File: config.mk
export PLATFORM = sky130hd
export DESIGN_NAME = three_channel_timer_unit_flat
export DESIGN_NICKNAME = d
export VERILOG_FILES = /design/src/rtl/tcu_pkg.sv /design/src/rtl/tcu_cmd_if.sv /design/src/rtl/tcu_rsp_if.sv /design/src/rtl/tcu_timer01.sv /design/src/rtl/three_channel_timer_unit.sv /design/src/flat_wrapper.sv
export SDC_FILE = /design/constraint.sdc
export NUM_CORES = 1
export LEC_CHECK = 0
export ABC_AREA = 1
export BUFFER_PORTS_ARGS = -buffer_cell sky130_fd_sc_hd__buf_2
export CAP_MARGIN = 20
export CORE_AREA = 2 2 188 190
export CTS_BUF_LIST = sky130_fd_sc_hd__clkbuf_16
export DETAILED_ROUTE_END_ITERATION = 8
export DIE_AREA = 0 0 190 192
export SYNTH_ARGS = -nofsm -noshare
export SYNTH_HDL_FRONTEND = slang
export SYNTH_HIERARCHICAL = 1
export SYNTH_SLANG_ARGS = --single-unit
File: constraint.sdc
create_clock -name clk -period 4.15 [get_ports clk]
set_input_delay 0.6225 -clock clk [delete_from_list [all_inputs] [get_ports clk]]
set_output_delay 0.6225 -clock clk [all_outputs]
set_load 0.02 [all_outputs]
File: src/rtl/tcu_pkg.sv
// Package for the three-channel timer unit: register map, control bits,
// function codes and the timer update type. No dependencies.
package tcu_pkg;

    localparam int REGISTER_COUNT = 12;
    localparam int IDX_W          = 4;
    localparam int DATA_W         = 16;

    typedef logic [DATA_W-1:0] word_t;
    typedef logic [IDX_W-1:0]  reg_idx_t;

    typedef enum logic [1:0] {
        FUNC_TICK  = 2'd0,
        FUNC_READ  = 2'd1,
        FUNC_WRITE = 2'd2,
        FUNC_NOP   = 2'd3
    } func_t;

    // Register map
    localparam reg_idx_t T0_CNT  = 4'd0;
    localparam reg_idx_t T0_CMPA = 4'd1;
    localparam reg_idx_t T0_CMPB = 4'd2;
    localparam reg_idx_t T0_CON  = 4'd3;
    localparam reg_idx_t T1_CNT  = 4'd4;
    localparam reg_idx_t T1_CMPA = 4'd5;
    localparam reg_idx_t T1_CMPB = 4'd6;
    localparam reg_idx_t T1_CON  = 4'd7;
    localparam reg_idx_t T2_CNT  = 4'd8;
    localparam reg_idx_t T2_CMPA = 4'd9;
    localparam reg_idx_t T2_CON  = 4'd11;

    // Control word bits
    localparam word_t CON_CONT = 16'h0001;
    localparam word_t CON_ALT  = 16'h0002;
    localparam word_t CON_P    = 16'h0008;
    localparam word_t CON_MC   = 16'h0020;
    localparam word_t CON_RIU  = 16'h1000;
    localparam word_t CON_EN   = 16'h8000;

    typedef struct packed {
        word_t cnt;
        word_t con;
        logic  hit;
    } tmr_upd_t;

endpackage

File: src/rtl/tcu_cmd_if.sv
// Command channel: one transaction is a tick, a register read, a write or a no-op.
// Depends on tcu_pkg.
interface tcu_cmd_if;
    import tcu_pkg::*;

    logic       valid;
    logic       ready;
    logic [1:0] func;
    logic [4:0] port_offset;
    word_t      write_data;

    modport source (output valid, func, port_offset, write_data, input ready);
    modport sink   (input valid, func, port_offset, write_data, output ready);
endinterface

File: src/rtl/tcu_rsp_if.sv
// Response channel: read data and the three timer interrupt pulses.
// Depends on tcu_pkg.
interface tcu_rsp_if;
    import tcu_pkg::*;

    logic  valid;
    logic  ready;
    word_t read_data;
    logic  irq_timer0;
    logic  irq_timer1;
    logic  irq_timer2;

    modport source (output valid, read_data, irq_timer0, irq_timer1, irq_timer2,
                    input ready);
    modport sink   (input valid, read_data, irq_timer0, irq_timer1, irq_timer2,
                    output ready);
endinterface

File: src/rtl/tcu_timer01.sv
// One tick of timer 0 or 1: count, compare against A or B, update control.
// Depends on tcu_pkg.
module tcu_timer01 (
    input  tcu_pkg::word_t    cnt,
    input  tcu_pkg::word_t    cmpa,
    input  tcu_pkg::word_t    cmpb,
    input  tcu_pkg::word_t    con,
    input  logic              t2_pulse,
    output tcu_pkg::tmr_upd_t upd
);
    import tcu_pkg::*;

    word_t cnt_inc;
    word_t cmp_val;
    logic  alt;
    logic  riu;

    assign alt     = |(con & CON_ALT);
    assign riu     = |(con & CON_RIU);
    assign cnt_inc = (!(|(con & CON_P)) || t2_pulse) ? cnt + 16'd1 : cnt;
    assign cmp_val = (alt && riu) ? cmpb : cmpa;

    always_comb
    begin
        upd.cnt = cnt;
        upd.con = con;
        upd.hit = 1'b0;
        if (|(con & CON_EN))
        begin
            upd.cnt = cnt_inc;
            if (cnt_inc == cmp_val)
            begin
                upd.hit = 1'b1;
                upd.cnt = '0;
                upd.con = con | CON_MC;
                if (alt && !riu)
                begin
                    // A reached: switch to B
                    upd.con = upd.con | CON_RIU;
                end
                else
                begin
                    // single compare, or B reached: back to A, stop if one-shot
                    if (alt)
                        upd.con = upd.con & ~CON_RIU;
                    if (!(|(con & CON_CONT)))
                        upd.con = upd.con & ~CON_EN;
                end
            end
        end
    end
endmodule

File: src/rtl/three_channel_timer_unit.sv
// Top level of the three-channel 16-bit timer unit.
// Depends on tcu_pkg, tcu_cmd_if, tcu_rsp_if and tcu_timer01.
//
// Usage:
//   cmd carries one transaction per handshake: func 0 is a timer tick,
//   func 1 reads the register at port_offset >> 1, func 2 writes write_data
//   there; func 3 does nothing. rsp returns exactly one transaction for each
//   command: read_data (zero unless a read of an existing register) and the
//   three interrupt pulses, set only on the tick on which a timer matched.
//   Latency: the response is valid the cycle after the command is taken.
//   Throughput: one command per clock while the receiver keeps up. The register
//   file update, the timer 2 count/compare and the timer 0/1 count/compare are
//   all combinational between acceptance and the response register.
//   Stall: the response register acts as the only buffer; cmd.ready is high
//   whenever that register is empty or is being drained in the same cycle,
//   so a stalled receiver holds the command side after one pending response.
//   Reset (rst_n low, asynchronous): all twelve registers clear to zero and
//   the response register empties.
module three_channel_timer_unit (
    input  logic  clk,
    input  logic  rst_n,
    tcu_cmd_if.sink   cmd,
    tcu_rsp_if.source rsp
);
    import tcu_pkg::*;

    word_t    rf_reg [REGISTER_COUNT];
    word_t    rf_next [REGISTER_COUNT];

    logic     out_valid_reg;
    word_t    rdata_reg, rdata_next;
    logic     irq0_reg, irq0_next;
    logic     irq1_reg, irq1_next;
    logic     irq2_reg, irq2_next;

    logic     accept;
    reg_idx_t idx;
    logic     idx_ok;
    func_t    func;

    // timer 2
    word_t    t2_cnt_inc;
    logic     t2_en;
    logic     t2_hit;

    tmr_upd_t t0_upd;
    tmr_upd_t t1_upd;

    assign cmd.ready = !out_valid_reg || rsp.ready;
    assign accept    = cmd.valid && cmd.ready;
    assign idx       = cmd.port_offset[4:1];
    assign idx_ok    = 32'(idx) < REGISTER_COUNT;
    assign func      = func_t'(cmd.func);

    assign t2_en      = |(rf_reg[T2_CON] & CON_EN);
    assign t2_cnt_inc = rf_reg[T2_CNT] + 16'd1;
    assign t2_hit     = t2_en && (t2_cnt_inc == rf_reg[T2_CMPA]);

    tcu_timer01 u_timer1 (
        .cnt      (rf_reg[T1_CNT]),
        .cmpa     (rf_reg[T1_CMPA]),
        .cmpb     (rf_reg[T1_CMPB]),
        .con      (rf_reg[T1_CON]),
        .t2_pulse (t2_hit),
        .upd      (t1_upd)
    );

    tcu_timer01 u_timer0 (
        .cnt      (rf_reg[T0_CNT]),
        .cmpa     (rf_reg[T0_CMPA]),
        .cmpb     (rf_reg[T0_CMPB]),
        .con      (rf_reg[T0_CON]),
        .t2_pulse (t2_hit),
        .upd      (t0_upd)
    );

    always_comb
    begin
        rf_next    = rf_reg;
        rdata_next = '0;
        irq0_next  = 1'b0;
        irq1_next  = 1'b0;
        irq2_next  = 1'b0;
        unique case (func)
            FUNC_TICK:
            begin
                if (t2_en)
                begin
                    rf_next[T2_CNT] = t2_cnt_inc;
                    if (t2_hit)
                    begin
                        rf_next[T2_CNT] = '0;
                        rf_next[T2_CON] = rf_reg[T2_CON] | CON_MC;
                        if (!(|(rf_reg[T2_CON] & CON_CONT)))
                            rf_next[T2_CON] = (rf_reg[T2_CON] | CON_MC) & ~CON_EN;
                    end
                end
                rf_next[T1_CNT] = t1_upd.cnt;
                rf_next[T1_CON] = t1_upd.con;
                rf_next[T0_CNT] = t0_upd.cnt;
                rf_next[T0_CON] = t0_upd.con;
                irq0_next = t0_upd.hit;
                irq1_next = t1_upd.hit;
                irq2_next = t2_hit;
            end
            FUNC_READ:
            begin
                if (idx_ok)
                    rdata_next = rf_reg[idx];
            end
            FUNC_WRITE:
            begin
                if (idx_ok)
                    rf_next[idx] = cmd.write_data;
            end
            default:
            begin
                // unused code: no effect, zero response
            end
        endcase
    end

    always_ff @(posedge clk or negedge rst_n)
    begin
        if (!rst_n)
        begin
            for (int i = 0; i < REGISTER_COUNT; i++)
                rf_reg[i] <= '0;
            out_valid_reg <= 1'b0;
        end
        else
        begin
            if (accept)
            begin
                rf_reg        <= rf_next;
                out_valid_reg <= 1'b1;
            end
            else if (rsp.ready)
            begin
                out_valid_reg <= 1'b0;
            end
        end
    end

    // response payload, loaded with each accepted transaction
    always_ff @(posedge clk)
    begin
        if (accept)
        begin
            rdata_reg <= rdata_next;
            irq0_reg  <= irq0_next;
            irq1_reg  <= irq1_next;
            irq2_reg  <= irq2_next;
        end
    end

    assign rsp.valid      = out_valid_reg;
    assign rsp.read_data  = rdata_reg;
    assign rsp.irq_timer0 = irq0_reg;
    assign rsp.irq_timer1 = irq1_reg;
    assign rsp.irq_timer2 = irq2_reg;

endmodule

File: src/flat_wrapper.sv
// flat-port wrapper written by rule: the top's interface ports become plain ports
module three_channel_timer_unit_flat import tcu_pkg::*;
  (clk, rst_n, cmd_valid, cmd_func, cmd_port_offset, cmd_write_data, cmd_ready, rsp_valid, rsp_read_data, rsp_irq_timer0, rsp_irq_timer1, rsp_irq_timer2, rsp_ready);
  tcu_cmd_if cmd_i ();
  tcu_rsp_if rsp_i ();
  input  logic clk;
  input  logic rst_n;
  input wire logic [$bits(cmd_i.valid)-1:0] cmd_valid;
  input wire logic [$bits(cmd_i.func)-1:0] cmd_func;
  input wire logic [$bits(cmd_i.port_offset)-1:0] cmd_port_offset;
  input wire logic [$bits(cmd_i.write_data)-1:0] cmd_write_data;
  output wire logic [$bits(cmd_i.ready)-1:0] cmd_ready;
  output wire logic [$bits(rsp_i.valid)-1:0] rsp_valid;
  output wire logic [$bits(rsp_i.read_data)-1:0] rsp_read_data;
  output wire logic [$bits(rsp_i.irq_timer0)-1:0] rsp_irq_timer0;
  output wire logic [$bits(rsp_i.irq_timer1)-1:0] rsp_irq_timer1;
  output wire logic [$bits(rsp_i.irq_timer2)-1:0] rsp_irq_timer2;
  input wire logic [$bits(rsp_i.ready)-1:0] rsp_ready;
  assign cmd_i.valid = cmd_valid;
  assign cmd_i.func = cmd_func;
  assign cmd_i.port_offset = cmd_port_offset;
  assign cmd_i.write_data = cmd_write_data;
  assign cmd_ready = cmd_i.ready;
  assign rsp_valid = rsp_i.valid;
  assign rsp_read_data = rsp_i.read_data;
  assign rsp_irq_timer0 = rsp_i.irq_timer0;
  assign rsp_irq_timer1 = rsp_i.irq_timer1;
  assign rsp_irq_timer2 = rsp_i.irq_timer2;
  assign rsp_i.ready = rsp_ready;
  three_channel_timer_unit u_core (.clk(clk), .rst_n(rst_n), .cmd(cmd_i), .rsp(rsp_i));
endmodule
* Word-level counts from Yosys, hierarchy flattened *
Index checks and enable logic that the tools add are counted.

cells by class
  $lt $le $gt $ge = 3
  multipliers = 0
  add/subtract/negate cells = 3
  muxes and demuxes = 32
  reductions and logical operators = 34
  shift operators = 0
  bitwise operators = 2
  equality and inequality tests = 16
  div/mod/pow operators = 0

operators by type and width
  kind                     number
  $mux W16                 16
  $bwmux W192              1
  $mux W192                1
  $mux W33                 4
  $pmux W32 S2             2
  $bmux W16 S4             1
  $demux W16 S4            1
  $pmux W16 S2             2
  $add A16 B1 Y16 const B  3
  $eq A16 B16 Y1           3
  $mux W13                 2
  $reduce_and A4 Y1        6
  $reduce_and A5 Y1        3
  $reduce_and A6 Y1        2
  $ne A2 B2 Y1 const B     5
  $ne A5 B5 Y1 const B     2
  $ne A2 B1 Y1 const B     4
  $logic_and A1 B1 Y1      7
  $reduce_and A2 Y1        3
  $reduce_and A3 Y1        2
  $ge A5 B5 Y1 const B     1
  $logic_not A1 Y1         5
  $lt A5 B1 Y1 const B     1
  $not A4 Y5               1
  other kinds (8)          12

storage, ports and cells
  flip-flop bits (word level) = 212
  logic and storage cells = 113
  latch bits = 0
  memories kept = 0
  RAM bits = 0
  input bits = 27
  bits in read-only memories = 0

* Logic depth before layout (Yosys ltp) *
Gate-level depths: netlist of the first run.

  depth after elaboration = 9
  mapped depth = 32

* Modules after synthesis *
The synthesis of the first run kept the hierarchy.

modules (own cells, without submodules)
  module                         area an instance (um^2)  cells each  sequential area each (um^2)  times used
  three_channel_timer_unit       11113.2                  1418        5400.2                       1
  tcu_timer01 (u_core.u_timer1)  1579.0                   303         0.0                          1
  tcu_timer01 (u_core.u_timer0)  1530.2                   297         0.0                          1

* Worst setup path after synthesis of the first run *
No wires, ideal clock.

  path type = flip-flop to flip-flop
  start = register u_core/rf_reg[48] (netlist name)
  end = register u_core/rf_reg[140] (netlist name)
  slack = 0.751 ns
  arrival = 3.269 ns
  period minus slack after synthesis = 3.399 ns
  stages on the path, launching flop included = 31
  path buffers = 0
  cells stage by stage = dfrtp_1 > ha_1 > nand2_1 > nand2_1 > nand2_1 > nand2_1 > nor2_1 > nand3_1 > nand3b_1 > nor3_1 > nand3_1 > nor2_1 > inv_2 > nand2_4 > nand2_1 > clkinv_1 > nand3b_1 > nand2_1 > nand2_1 > nand2_1 > nand2_1 > nor2_1 > nand3_1 > nor2_2 > nand3_1 > nand2_1 > nand2_1 > nand2_1 > o21ai_0 > nand2_1 > o21ai_0

between the ends
  cells in the longest elaborated chain, start to end = 8

ends and longest elaborated chain
  what                         RTL line                         source
  start, declared              three_channel_timer_unit.sv:27   word_t rf_reg [REGISTER_COUNT];
  start signal, assigned       three_channel_timer_unit.sv:135  rf_reg <= rf_next;
  $add A16 B1 Y16              three_channel_timer_unit.sv:56   assign t2_cnt_inc = rf_reg[T2_CNT] + 16'd1;
  $eq A16 B16 Y1               three_channel_timer_unit.sv:57   assign t2_hit = t2_en && (t2_cnt_inc == rf_reg[T2_CMPA]);
  $logic_and A1 B1 Y1          three_channel_timer_unit.sv:57
  named net u_core.t2_hit      three_channel_timer_unit.sv:44   logic t2_hit;
  $logic_or A1 B1 Y1           tcu_timer01.sv:20                assign cnt_inc = (!(|(con & CON_P)) || t2_pulse) ? cnt + 16'd1 : cnt;
  $mux W16                     tcu_timer01.sv:20
  $eq A16 B16 Y1               tcu_timer01.sv:31                if (cnt_inc == cmp_val)
  $ne A2 B2 Y1 (no line)       -
  $reduce_and A5 Y1 (no line)  -

The timed path passes the listed nets, and every way through them passes these cells.
A chain may end at the register's enable or synchronous reset.

* Worst setup path in the final report of the first run *
Ends and elaborated chain as after synthesis.

==> results of run 1 <==
[power breakdown]
part / total (mW) / leakage, nW / switching, mW / internal (mW)
registers: 2.97 / 2.65 / 0.505 / 2.47
clock network: 2.17 / 0.401 / 0.893 / 1.27
logic: 3.13 / 4.38 / 2.00 / 1.13
total: 8.27 / 7.43 / 3.40 / 4.87
[path summary, 6_finish.rpt]
check / startpoint / to / slack, ns / depth (start not counted)
worst min register to register: u_core/rf_reg[20]$_DFFE_PN0P_ / u_core/rf_reg[20]$_DFFE_PN0P_ / 0.50 / 2
max in group asynchronous: rst_n / u_core/rf_reg[34]$_DFFE_PN0P_ / 2.96 / 2
worst max register to register: u_core/rf_reg[48]$_DFFE_PN0P_ / u_core/rf_reg[140]$_DFFE_PN0P_ / 0.13 / 30
min in group clk: rsp_ready / u_core/rsp.valid$_DFFE_PN0P_ / 0.38 / 4
worst max-delay path: u_core/rf_reg[48]$_DFFE_PN0P_ / u_core/rf_reg[140]$_DFFE_PN0P_ / 0.13 / 30
worst min-delay path: rst_n / u_core/rf_reg[61]$_DFFE_PN0P_ / 0.17 / 1
[layout make-up]
class,count,area (µm²)
fill,3481,18410
multi-input combinational,1462,7541
sequential,212,5401
inverter,218,819.5
timing repair buffer,108,752.0
clock buffer,25,625.6
tap,455,569.3
clock inverter,20,165.2
[kinds of logic after synthesis]
| logic type | Yosys count | synth area share, % |
|---|---|---|
| mux | 12 | 0.8446 |
| xor+xnor | 6 | 0.5718 |
| flops | 212 | 37.97 |
| simple gates | 1053 | 33.71 |
| fa+ha+maj | 7 | 0.6158 |
| compound gates | 383 | 16.11 |
| buf+inv | 345 | 10.18 |
[placed cells by master, fill, tap and decap left out, drive strengths merged, types with 7 or more instances in the layout]
| cell | Yosys | final |
|---|---|---|
| nand2 | 642 | 643 |
| o21ai | 216 | 216 |
| inv | 210 | 213 |
| nand3 | 204 | 204 |
| dfrtp | 193 | 193 |
| nor2 | 157 | 157 |
| buf | 58 | 107 |
| a22oi | 61 | 61 |
| o211ai | 34 | 34 |
| a31oi | 32 | 32 |
| a21oi | 31 | 31 |
| clkbuf | 69 | 26 |
| nand3b | 21 | 21 |
| nand4 | 21 | 21 |
| clkinv | 8 | 21 |
| edfxtp | 19 | 19 |
| mux2i | 12 | 12 |
| ha | 7 | 7 |
| nor3 | 7 | 7 |
[critical path, delay by kind of cell, from the launching register on]
family	cells	cell delay, ns
buffers and inverters	4	0.54
AND/OR/NAND/NOR	23	2.48
flip-flops	1	0.43
AO/OA/AOI/OAI	2	0.15
adder cells (fa/ha/maj)	1	0.29
[metrics by stage]
| step | utilization (%) | cells | power, mW |
|---|---|---|---|
| floorplan | - | 2018 | 5.200 |
| global placement | 43.31 | 2445 | 5.893 |
| detailed placement | 43.31 | 2445 | 5.975 |
| CTS | 45.62 | 2490 | 8.157 |
| global route | 46.30 | 2500 | 8.816 |
| finish | 46.30 | 2500 | 8.268 |
[metal layers]
metal	vias up	share of wire [%]
li1	6641	-
met1	6691	43
met2	617	44
met3	94	8.3
met4	0	4.4
met5	-	0
[repair_timing]
| action | in CTS | in global routing |
|---|---|---|
| hold buffers | 0 | 0 |
| buffers inserted | 0 | 8 |
| endpoints found under the setup margin | 0 | 40 |
| gates resized for setup | 0 | 40 |
==> results by group, run 1 <==
Floorplan
  – Initial standard-cell utilization of the core: 41.48%
  – Width of the chip: 190 µm
  – Die Y-Extent: between 150 and 200 µm
  – Cell row count: 68
  – Top-level I/O count: 48
  – Core outline area: 0.03429 mm²
  – Die Outline Area: 0.03648 mm²

Drt
  – Overall routed net length: slightly below 50,000 µm
  – Initial DRC Count: 1,485
  – Vias after detailed routing: around 14,000
  – Antenna violation net count after detailed routing: 0
  – Post-detailed-route wirelength per cell: between 15 and 20 µm
  – Router iterations before antenna repair: 5
  – Number of remaining DRC errors: 0
  – Via count normalized by instance count: approximately 5.6

Synthesis
  – Most used flip-flop cell after synthesis: sky130_fd_sc_hd__dfrtp_1
  – Average cell area after synthesis: between 7 and 8 µm²
  – Total of flip-flops plus latches after synthesis: 212
  – Sequential fraction of the synthesis area: 37.97%
  – Number of enable flip-flop cells after synthesis: 19
  – Fraction of post-synthesis cell area in the top cell type by area: roughly 34%
  – Cell types with the largest area share after synthesis: sky130_fd_sc_hd__dfrtp_1 34%, sky130_fd_sc_hd__nand2_1 16%, sky130_fd_sc_hd__nand3_1 6.5%
  – Library cell with the highest instance count after synthesis: sky130_fd_sc_hd__nand2_1
  – Async S/R FF share, synth: a little over 90%
  – Count of mapped cells out of synthesis: 2,018
  – Number of distinct standard cells referenced by the synthesized netlist: 45
  – Count of warnings emitted by yosys: 6
  – Cell type contributing the most total cell area after synthesis: sky130_fd_sc_hd__dfrtp_1
  – Most numerous cell types in the synthesized netlist: 589 x sky130_fd_sc_hd__nand2_1, 196 x sky130_fd_sc_hd__inv_1, 193 x sky130_fd_sc_hd__dfrtp_1, 184 x sky130_fd_sc_hd__nand3_1, 141 x sky130_fd_sc_hd__o21ai_0
  – Netlist area before placement: roughly 0.014 mm²
  – Net count after synthesis: 2,052

Place
  – Area post-placement: 0.01485 mm²
  – GP Congestion: slightly above 0.9
  – Count of buffers from port buffering: 46
  – Worst slack after detailed placement: just over 0.1 ns
  – Sum of net half-perimeters after detailed placement: approximately 35,000 µm

Clocking
  – Maximum root-to-sink buffer count: 3
  – Clk Tree Root Cell: sky130_fd_sc_hd__clkbuf_16
  – Htree depth: 1
  – TritonCTS buffer count: 25
  – Clock tree from TritonCTS: done
  – Number of sinks on the clock net: 212
  – Clock transition time at the flip-flop clock pins of the worst setup and hold paths: 0.06 ns
  – Clock insertion delay at the later pin of the skew report: ~0.52 ns

Setup path
  – Max stage delay on crit path: 0.43 ns
  – Worst Path Arrival: 4.41 ns
  – Element type at the critical path start: flop
  – Required arrival time at the worst endpoint: 4.55 ns
  – Most prevalent standard cell on the critical path: sky130_fd_sc_hd__nand2_1
  – CP max-delay cell: sky130_fd_sc_hd__dfrtp_1
  – Category of the critical setup timing path: flop to flop
  – Biggest fanout along the worst timing path: 7
  – Critical Path End Type: flop

STA
  – Ratio of final minimum period to clock period: between 90% and 100%
  – Highest clock rate: 249.1 MHz
  – Tightest Pin Transition: 1.012 ns
  – Max-Slew Margin vs Limit: 32.26%
  – Hold WS: 0.1737 ns
  – Total count of hold-check failures in the final report: 0
  – Worst path setup slack after routing: 0.1348 ns
  – Setup-failing EPs final: 0
  – Unrepaired setup endpoints after global routing: yes
  – Final setup TNS: 0 ns
  – Max-slew violations: 0
  – Period minus WS final: roughly 4.0 ns
  – Post-Route Skew: approximately 0.012 ns

Final layout
  – Ratio of cells with drive above 1 in the final layout: 15.35%
  – Post-layout nets: between 2,000 and 2,500
  – Final Cell Area: 0.01587 mm²
  – Largest register FFs: 192
  – Count of inserted antenna diode cells: 0
  – Post-synthesis to final-layout area growth: 11.61%

Status
  – Status: completed

Global route
  – Total global-route track usage: 27.02%
  – Global-route wire length before repair: roughly 76,000 µm
  – Global route hottest layer: met2
  – Global routing met3 resource utilization: 3.746%
  – Pin count of the biggest net entering global routing: approximately 90
  – Met1 track demand over resource in global routing: between 30% and 40%
  – Grt ovf: 0
  – Antenna violations before repair: 1
  – Vias in the first global route: approximately 13,000
  – Met2 Usage GRT: between 40 and 50%

Power
  – Total leakage power: 7.425 nW
  – PwrDens: 520.8 mW/mm²
  – Maximum ir drop on the vdd rail: 0.3011 mV

Job
  – Max-capacitance violation count: 0

Min path
  – Hold/Removal Path Class: primary input to asynchronous set/reset pin
No activity file was read; power rests on OpenSTA's default activity.
==> run 2, diff against run 1 <==
--- a/config.mk
+++ b/config.mk
@@ -8,10 +8,13 @@
 export ABC_AREA = 1
 export BUFFER_PORTS_ARGS = -buffer_cell sky130_fd_sc_hd__buf_2
 export CAP_MARGIN = 20
+export CELL_PAD_IN_SITES_DETAIL_PLACEMENT = 0
+export CELL_PAD_IN_SITES_GLOBAL_PLACEMENT = 1
 export CORE_AREA = 2 2 188 190
 export CTS_BUF_LIST = sky130_fd_sc_hd__clkbuf_16
 export DETAILED_ROUTE_END_ITERATION = 8
 export DIE_AREA = 0 0 190 192
+export PLACE_DENSITY_LB_ADDON = 0.1
 export SYNTH_ARGS = -nofsm -noshare
 export SYNTH_HDL_FRONTEND = slang
 export SYNTH_HIERARCHICAL = 1
==> results by group, run 2 (synthesis results as in run 1) <==
Setup path
  – Logic depth of the worst path, buffers included: 30
  – Worst Path Arrival: about 4.4 ns
  – CP max-delay cell: sky130_fd_sc_hd__dfrtp_1
  – Element type at the critical path start: flop
  – Critical Path End Type: flop
  – Start point of the critical path: u_core/rf_reg[48]$_DFFE_PN0P_
  – Biggest fanout along the worst timing path: 6
  – Startpoint of the most critical register-to-register path: u_core/rf_reg[48]$_DFFE_PN0P_
  – Family with the most delay on the worst path: simple AND/OR/NAND/NOR gates
  – Worst setup slack for register-to-register paths: ~0.19 ns
  – Most prevalent standard cell on the critical path: sky130_fd_sc_hd__nand2_1
  – Max stage delay on crit path: 0.42 ns
  – WP buf/inv: 4
  – Worst reg-to-reg path cell count: 30
  – Category of the critical setup timing path: flop to flop
  – Required arrival time at the worst endpoint: 4.56 ns

STA
  – Worst path setup slack after routing: 0.1914 ns
  – Total count of hold-check failures in the final report: 0
  – Tightest Pin Transition: between 0.9 and 1 ns
  – Post-Route Skew: 0.01506 ns
  – Period minus WS final: 3.959 ns
  – Unrepaired setup endpoints after global routing: yes
  – Final setup TNS: 0 ns
  – Max-slew violations: 0
  – Ratio of final minimum period to clock period: 95.39%
  – Setup-failing EPs final: 0
  – Max-Slew Margin vs Limit: about 34%
  – Highest clock rate: 252.6 MHz

Power
  – Combinational share of power: 38.3%
  – Fraction of power spent switching nets: 41.51%
  – Internal Pwr Total: 4.904 mW
  – Total leakage power: about 7.6 nW
  – PwrDens: 516.7 mW/mm²
  – Maximum ir drop on the vdd rail: 0.3980 mV
  – Portion of total power attributed to sequential cells: 35.8%
  – Sw Pwr: 3.480 mW
  – Clock power share: about 26%

Place
  – GP Congestion: 0.8975
  – Count of buffers from port buffering: 46
  – Number of placed instances, taps included: 2,459
  – Worst slack after detailed placement: about 0.039 ns
  – Sum of net half-perimeters after detailed placement: about 38,000 µm

Job
  – Max-capacitance violation count: 0

Clocking
  – Number of sinks on the clock net: 212
  – Post-cts hold buffer count: 0
  – Clock insertion delay at the later pin of the skew report: 0.53 ns
  – Clk Tree Root Cell: sky130_fd_sc_hd__clkbuf_16
  – TritonCTS buffer count: 25
  – Clock tree from TritonCTS: done
  – Htree depth: 1
  – Maximum root-to-sink buffer count: 3
  – Clock transition time at the flip-flop clock pins of the worst setup and hold paths: 0.06 ns

Status
  – Status: completed

Global route
  – Grt ovf: 0
  – Antenna violations before repair: 2
  – Global-route wire length before repair: between 70,000 and 80,000 µm
  – Vias in the first global route: 12,870
  – Total global-route track usage: 29.12%
  – Pin count of the biggest net entering global routing: 88

Floorplan
  – Cell row count: just under 70
  – Die Y-Extent: 192 µm
  – Die Outline Area: 0.03648 mm²
  – Top-level I/O count: 48
  – Width of the chip: around 190 µm
  – Initial standard-cell utilization of the core: 41.48%
  – Core outline area: between 0.03 and 0.04 mm²

Drt
  – Router iterations before antenna repair: 6
  – Antenna violation net count after detailed routing: 0
  – Vias after detailed routing: 14,030
  – Number of remaining DRC errors: 0
  – Overall routed net length: ~53,000 µm
  – Initial DRC Count: ~1,400
  – Via count normalized by instance count: around 5.5
  – Post-detailed-route wirelength per cell: around 21 µm

Final layout
  – Non-filler cells in the finished layout: 2,529
  – Post-layout nets: 2,090
  – Largest register FFs: 192
  – Post-synthesis to final-layout area growth: 14.09%
  – Ratio of cells with drive above 1 in the final layout: 17.37%
  – Most frequent standard cell in the layout excluding fill and tap cells: sky130_fd_sc_hd__nand2_1
  – Commonest non-fill, non-tap cells in the layout: 569 x sky130_fd_sc_hd__nand2_1, 205 x sky130_fd_sc_hd__inv_1, 192 x sky130_fd_sc_hd__dfrtp_1, 175 x sky130_fd_sc_hd__nand3_1, 129 x sky130_fd_sc_hd__o21ai_0

Min path
  – Hold/Removal Path Class: primary input to asynchronous set/reset pin
run 2: cell types whose count changed in the layout (fill, tap and decap cells not counted), moves of 3 or more:
cell,change
sky130_fd_sc_hd__o21ai_1,+5
sky130_fd_sc_hd__o21ai_0,-7
sky130_fd_sc_hd__buf_4,+24
sky130_fd_sc_hd__nand2_1,-14
sky130_fd_sc_hd__clkinv_1,-5
sky130_fd_sc_hd__nand2_8,+3
sky130_fd_sc_hd__nand3_1,-3
sky130_fd_sc_hd__clkinv_2,-4
sky130_fd_sc_hd__inv_1,+6
sky130_fd_sc_hd__nand2_2,+12
sky130_fd_sc_hd__buf_6,+4
run 2: path summary, 6_finish.rpt:
path,to
worst min register to register,u_core/rf_reg[25]$_DFFE_PN0P_
worst min-delay path,u_core/rf_reg[101]$_DFFE_PN0P_
worst max-delay path,u_core/rf_reg[140]$_DFFE_PN0P_
min in group clk,u_core/rsp.valid$_DFFE_PN0P_
max in group asynchronous,u_core/rf_reg[50]$_DFFE_PN0P_
worst max register to register,u_core/rf_reg[140]$_DFFE_PN0P_
run 2: area by class of cell:
type | count | area, µm²
diodes | 1 | 2.502
clock buffers | 25 | 625.6
clock inverters | 19 | 160.2
fillers | 3574 | 18060
inverters | 218 | 822.0
multi-input cells | 1462 | 7656
flip-flops and latches | 212 | 5401
well taps | 455 | 569.3
repair buffers | 137 | 989.7
run 2: through the flow:
stage	area (µm²)	total power [mW]	hold slack (ns)	util, %
2_1_floorplan	14220	5.200	0.3269	-
3_3_place_gp	14970	5.964	0.4735	43.66
3_5_place_dp	14970	6.023	0.4789	43.66
4_1_cts	15760	8.203	0.1839	45.95
5_1_grt	16220	8.960	0.2065	47.32
6_report	16230	8.384	0.1535	47.33
run 2: metal layers:
metal | vias up | GRT usage (%) | share of wire, %
met1 | 6733 | 41.74 | 45
met5 | - | 0 | 0
met2 | 506 | 45.99 | 45
met4 | 0 | 8.050 | 3.1
li1 | 6711 | - | -
met3 | 79 | 3.947 | 6.7
run 2: what timing repair did:
action,in CTS,in global routing
setup buffers,0,23
resized for setup,0,78
endpoints found under the setup margin,0,40
run 2: power by group through the flow:
stage	Clock (mW)	Combinational (mW)	Sequential, mW
after global routing	2.28	3.61	3.06
after detailed placement	0	3.01	3.01
final	2.17	3.21	3.00
after global placement	0	2.96	3.00
after CTS	2.20	3.02	2.98
after floorplan	0	2.34	2.86
==> run 3, diff against run 2 <==
--- a/config.mk
+++ b/config.mk
@@ -10,10 +10,11 @@
 export CAP_MARGIN = 20
 export CELL_PAD_IN_SITES_DETAIL_PLACEMENT = 0
 export CELL_PAD_IN_SITES_GLOBAL_PLACEMENT = 1
-export CORE_AREA = 2 2 188 190
+export CORE_AREA = 2 2 168 211
 export CTS_BUF_LIST = sky130_fd_sc_hd__clkbuf_16
 export DETAILED_ROUTE_END_ITERATION = 8
-export DIE_AREA = 0 0 190 192
+export DIE_AREA = 0 0 170 213
+export MAX_ROUTING_LAYER = met4
 export PLACE_DENSITY_LB_ADDON = 0.1
 export SYNTH_ARGS = -nofsm -noshare
 export SYNTH_HDL_FRONTEND = slang
==> results by group, run 3 (synthesis results as in run 1) <==
Global route
  – Vias in the first global route: between 10,000 and 15,000
  – Pin count of the biggest net entering global routing: 105
  – Global-route wire length before repair: 81,970 µm
  – Antenna violations before repair: 0
  – Total global-route track usage: 31.27%
  – Grt ovf: 0

Final layout
  – Count of inserted antenna diode cells: 0
  – Final cell utilization of the core: 46.93%
  – Commonest non-fill, non-tap cells in the layout: 577 x sky130_fd_sc_hd__nand2_1, 203 x sky130_fd_sc_hd__inv_1, 193 x sky130_fd_sc_hd__dfrtp_1, 174 x sky130_fd_sc_hd__nand3_1, 135 x sky130_fd_sc_hd__o21ai_0
  – Non-filler cells in the finished layout: 2,491
  – Total of fill cells in the finished design: 3,571
  – Ratio of cells with drive above 1 in the final layout: 16.39%
  – Post-layout nets: 2,078
  – Register Area: around 0.0054 mm²
  – Most frequent standard cell in the layout excluding fill and tap cells: sky130_fd_sc_hd__nand2_1
  – Post-synthesis to final-layout area growth: 12.97%
  – Footprint of the multi-input gates: 0.007637 mm²
  – Largest register FFs: 192
  – Final Cell Area: 0.01607 mm²

Power
  – PwrDens: 526.6 mW/mm²
  – Total leakage power: roughly 7.5 nW
  – Maximum ir drop on the vdd rail: between 0.4 and 0.5 mV

Setup path
  – CP max-delay cell: sky130_fd_sc_hd__dfrtp_1
  – Worst setup slack for register-to-register paths: 0.12 ns
  – Most prevalent standard cell on the critical path: sky130_fd_sc_hd__nand2_1
  – Critical Path End Type: flop
  – Category of the critical setup timing path: flop to flop
  – Worst reg-to-reg path cell count: 29
  – Element type at the critical path start: flop
  – Worst Path Arrival: ~4.4 ns
  – Required arrival time at the worst endpoint: between 4 and 5 ns
  – Startpoint of the most critical register-to-register path: u_core/rf_reg[49]$_DFFE_PN0P_
  – Terminus of the critical flop-to-flop path: u_core/rf_reg[112]$_DFFE_PN0P_
  – Max stage delay on crit path: 0.42 ns
  – Biggest fanout along the worst timing path: 16

Floorplan
  – Width of the chip: 170 µm
  – Die Outline Area: 0.03621 mm²
  – Core outline area: 0.03423 mm²
  – Initial standard-cell utilization of the core: ~42%
  – Cell row count: 76
  – Die Y-Extent: ~210 µm
  – Top-level I/O count: 48

Drt
  – Vias after detailed routing: approximately 14,000
  – Overall routed net length: 54,670 µm
  – Post-detailed-route wirelength per cell: 21.95 µm
  – Number of remaining DRC errors: 0
  – Antenna violation net count after detailed routing: 0
  – Via count normalized by instance count: 5.613
  – Router iterations before antenna repair: 5
  – Initial DRC Count: 1,271

Clocking
  – Clock insertion delay at the later pin of the skew report: 0.54 ns
  – Clock tree from TritonCTS: done
  – TritonCTS buffer count: 25
  – Clk Tree Root Cell: sky130_fd_sc_hd__clkbuf_16
  – Post-cts hold buffer count: 0
  – Maximum root-to-sink buffer count: 3
  – Number of sinks on the clock net: 212
  – Clock transition time at the flip-flop clock pins of the worst setup and hold paths: approximately 0.060 ns
  – Htree depth: 1

Place
  – Number of placed instances, taps included: around 2,400
  – Sum of net half-perimeters after detailed placement: 38,400 µm
  – Count of buffers from port buffering: 46
  – GP Congestion: 0.9340
  – Area post-placement: about 0.015 mm²

Min path
  – Hold/Removal Path Class: primary input to asynchronous set/reset pin

STA
  – Highest clock rate: 248.4 MHz
  – Period minus WS final: just over 4 ns
  – Post-Route Skew: between 0.009 and 0.01 ns
  – Hold WS: 0.1508 ns
  – Max-slew violations: 0
  – Max-Slew Margin vs Limit: about 30%
  – Setup-failing EPs final: 0
  – Unrepaired setup endpoints after global routing: yes
  – Total count of hold-check failures in the final report: 0
  – Tightest Pin Transition: 1.034 ns
  – Ratio of final minimum period to clock period: 97.00%

Job
  – Max-capacitance violation count: 0

Status
  – Status: completed
## run 3: worst max-delay path by stage
stage | start | to | slack, ns | depth (start not counted)
after global placement | u_core/rf_reg[48]$_DFFE_PN0P_ | u_core/rf_reg[112]$_DFFE_PN0P_ | 0.12 | 28
after floorplan | u_core/rf_reg[48]$_DFFE_PN0P_ | u_core/rf_reg[140]$_DFFE_PN0P_ | 0.75 | 30
after detailed placement | u_core/rf_reg[48]$_DFFE_PN0P_ | u_core/rf_reg[76]$_DFFE_PN0P_ | 0.08 | 26
final | u_core/rf_reg[49]$_DFFE_PN0P_ | u_core/rf_reg[112]$_DFFE_PN0P_ | 0.12 | 29
after global routing | u_core/rf_reg[49]$_DFFE_PN0P_ | u_core/rf_reg[76]$_DFFE_PN0P_ | -0.11 | 35
after CTS | u_core/rf_reg[48]$_DFFE_PN0P_ | u_core/rf_reg[76]$_DFFE_PN0P_ | 0.05 | 26
## run 3: report_power, final
part	internal [mW]	leakage (nW)	switching (mW)
Sequential	2.47	2.65	0.543
Combinational	1.22	4.49	2.09
Clock	1.21	0.396	0.935
Total	4.90	7.53	3.56
## run 3: layout make-up
class | count | share of cell area [%]
multi-input cells | 1462 | 47.54
clock inverters | 20 | 0.8411
well taps | 429 | 3.341
repair buffers | 125 | 5.646
flip-flops and latches | 212 | 33.61
clock buffers | 25 | 3.894
inverters | 218 | 5.132
## run 3: metal layers
metal / global-route usage [%] / share of wire, %
met5: - / 0
met4: 13.85 / 5.0
met3: 2.910 / 5.7
met2: 49.28 / 46
met1: 41.22 / 43
## run 3: worst max-delay path, delay by kind of cell, from the launching register on
| kind | cells | cell delay [ns] |
|---|---|---|
| DFF | 1 | 0.42 |
| adders and majority gates | 1 | 0.19 |
| buffers and inverters | 6 | 0.66 |
| AOI/OAI and AO/OA | 2 | 0.18 |
| xor gates and xnor gates | 1 | 0.40 |
| and+or+nand+nor | 19 | 2.01 |
## run 3: through the flow
step | TNS, ns | setup slack [ns] | total power [mW]
floorplan | 0 | 0.7513 | 5.200
global placement | 0 | 0.1227 | 6.045
detailed placement | 0 | 0.07943 | 6.100
CTS | 0 | 0.04845 | 8.254
global route | -1.295 | -0.1099 | 9.034
finish | 0 | 0.1247 | 8.461
## run 3: what timing repair did
item                                    CTS  global route
resized for setup                         0            69
setup buffers                             0            19
hold endpoints to repair                  0             0
endpoints found under the setup margin    0            40
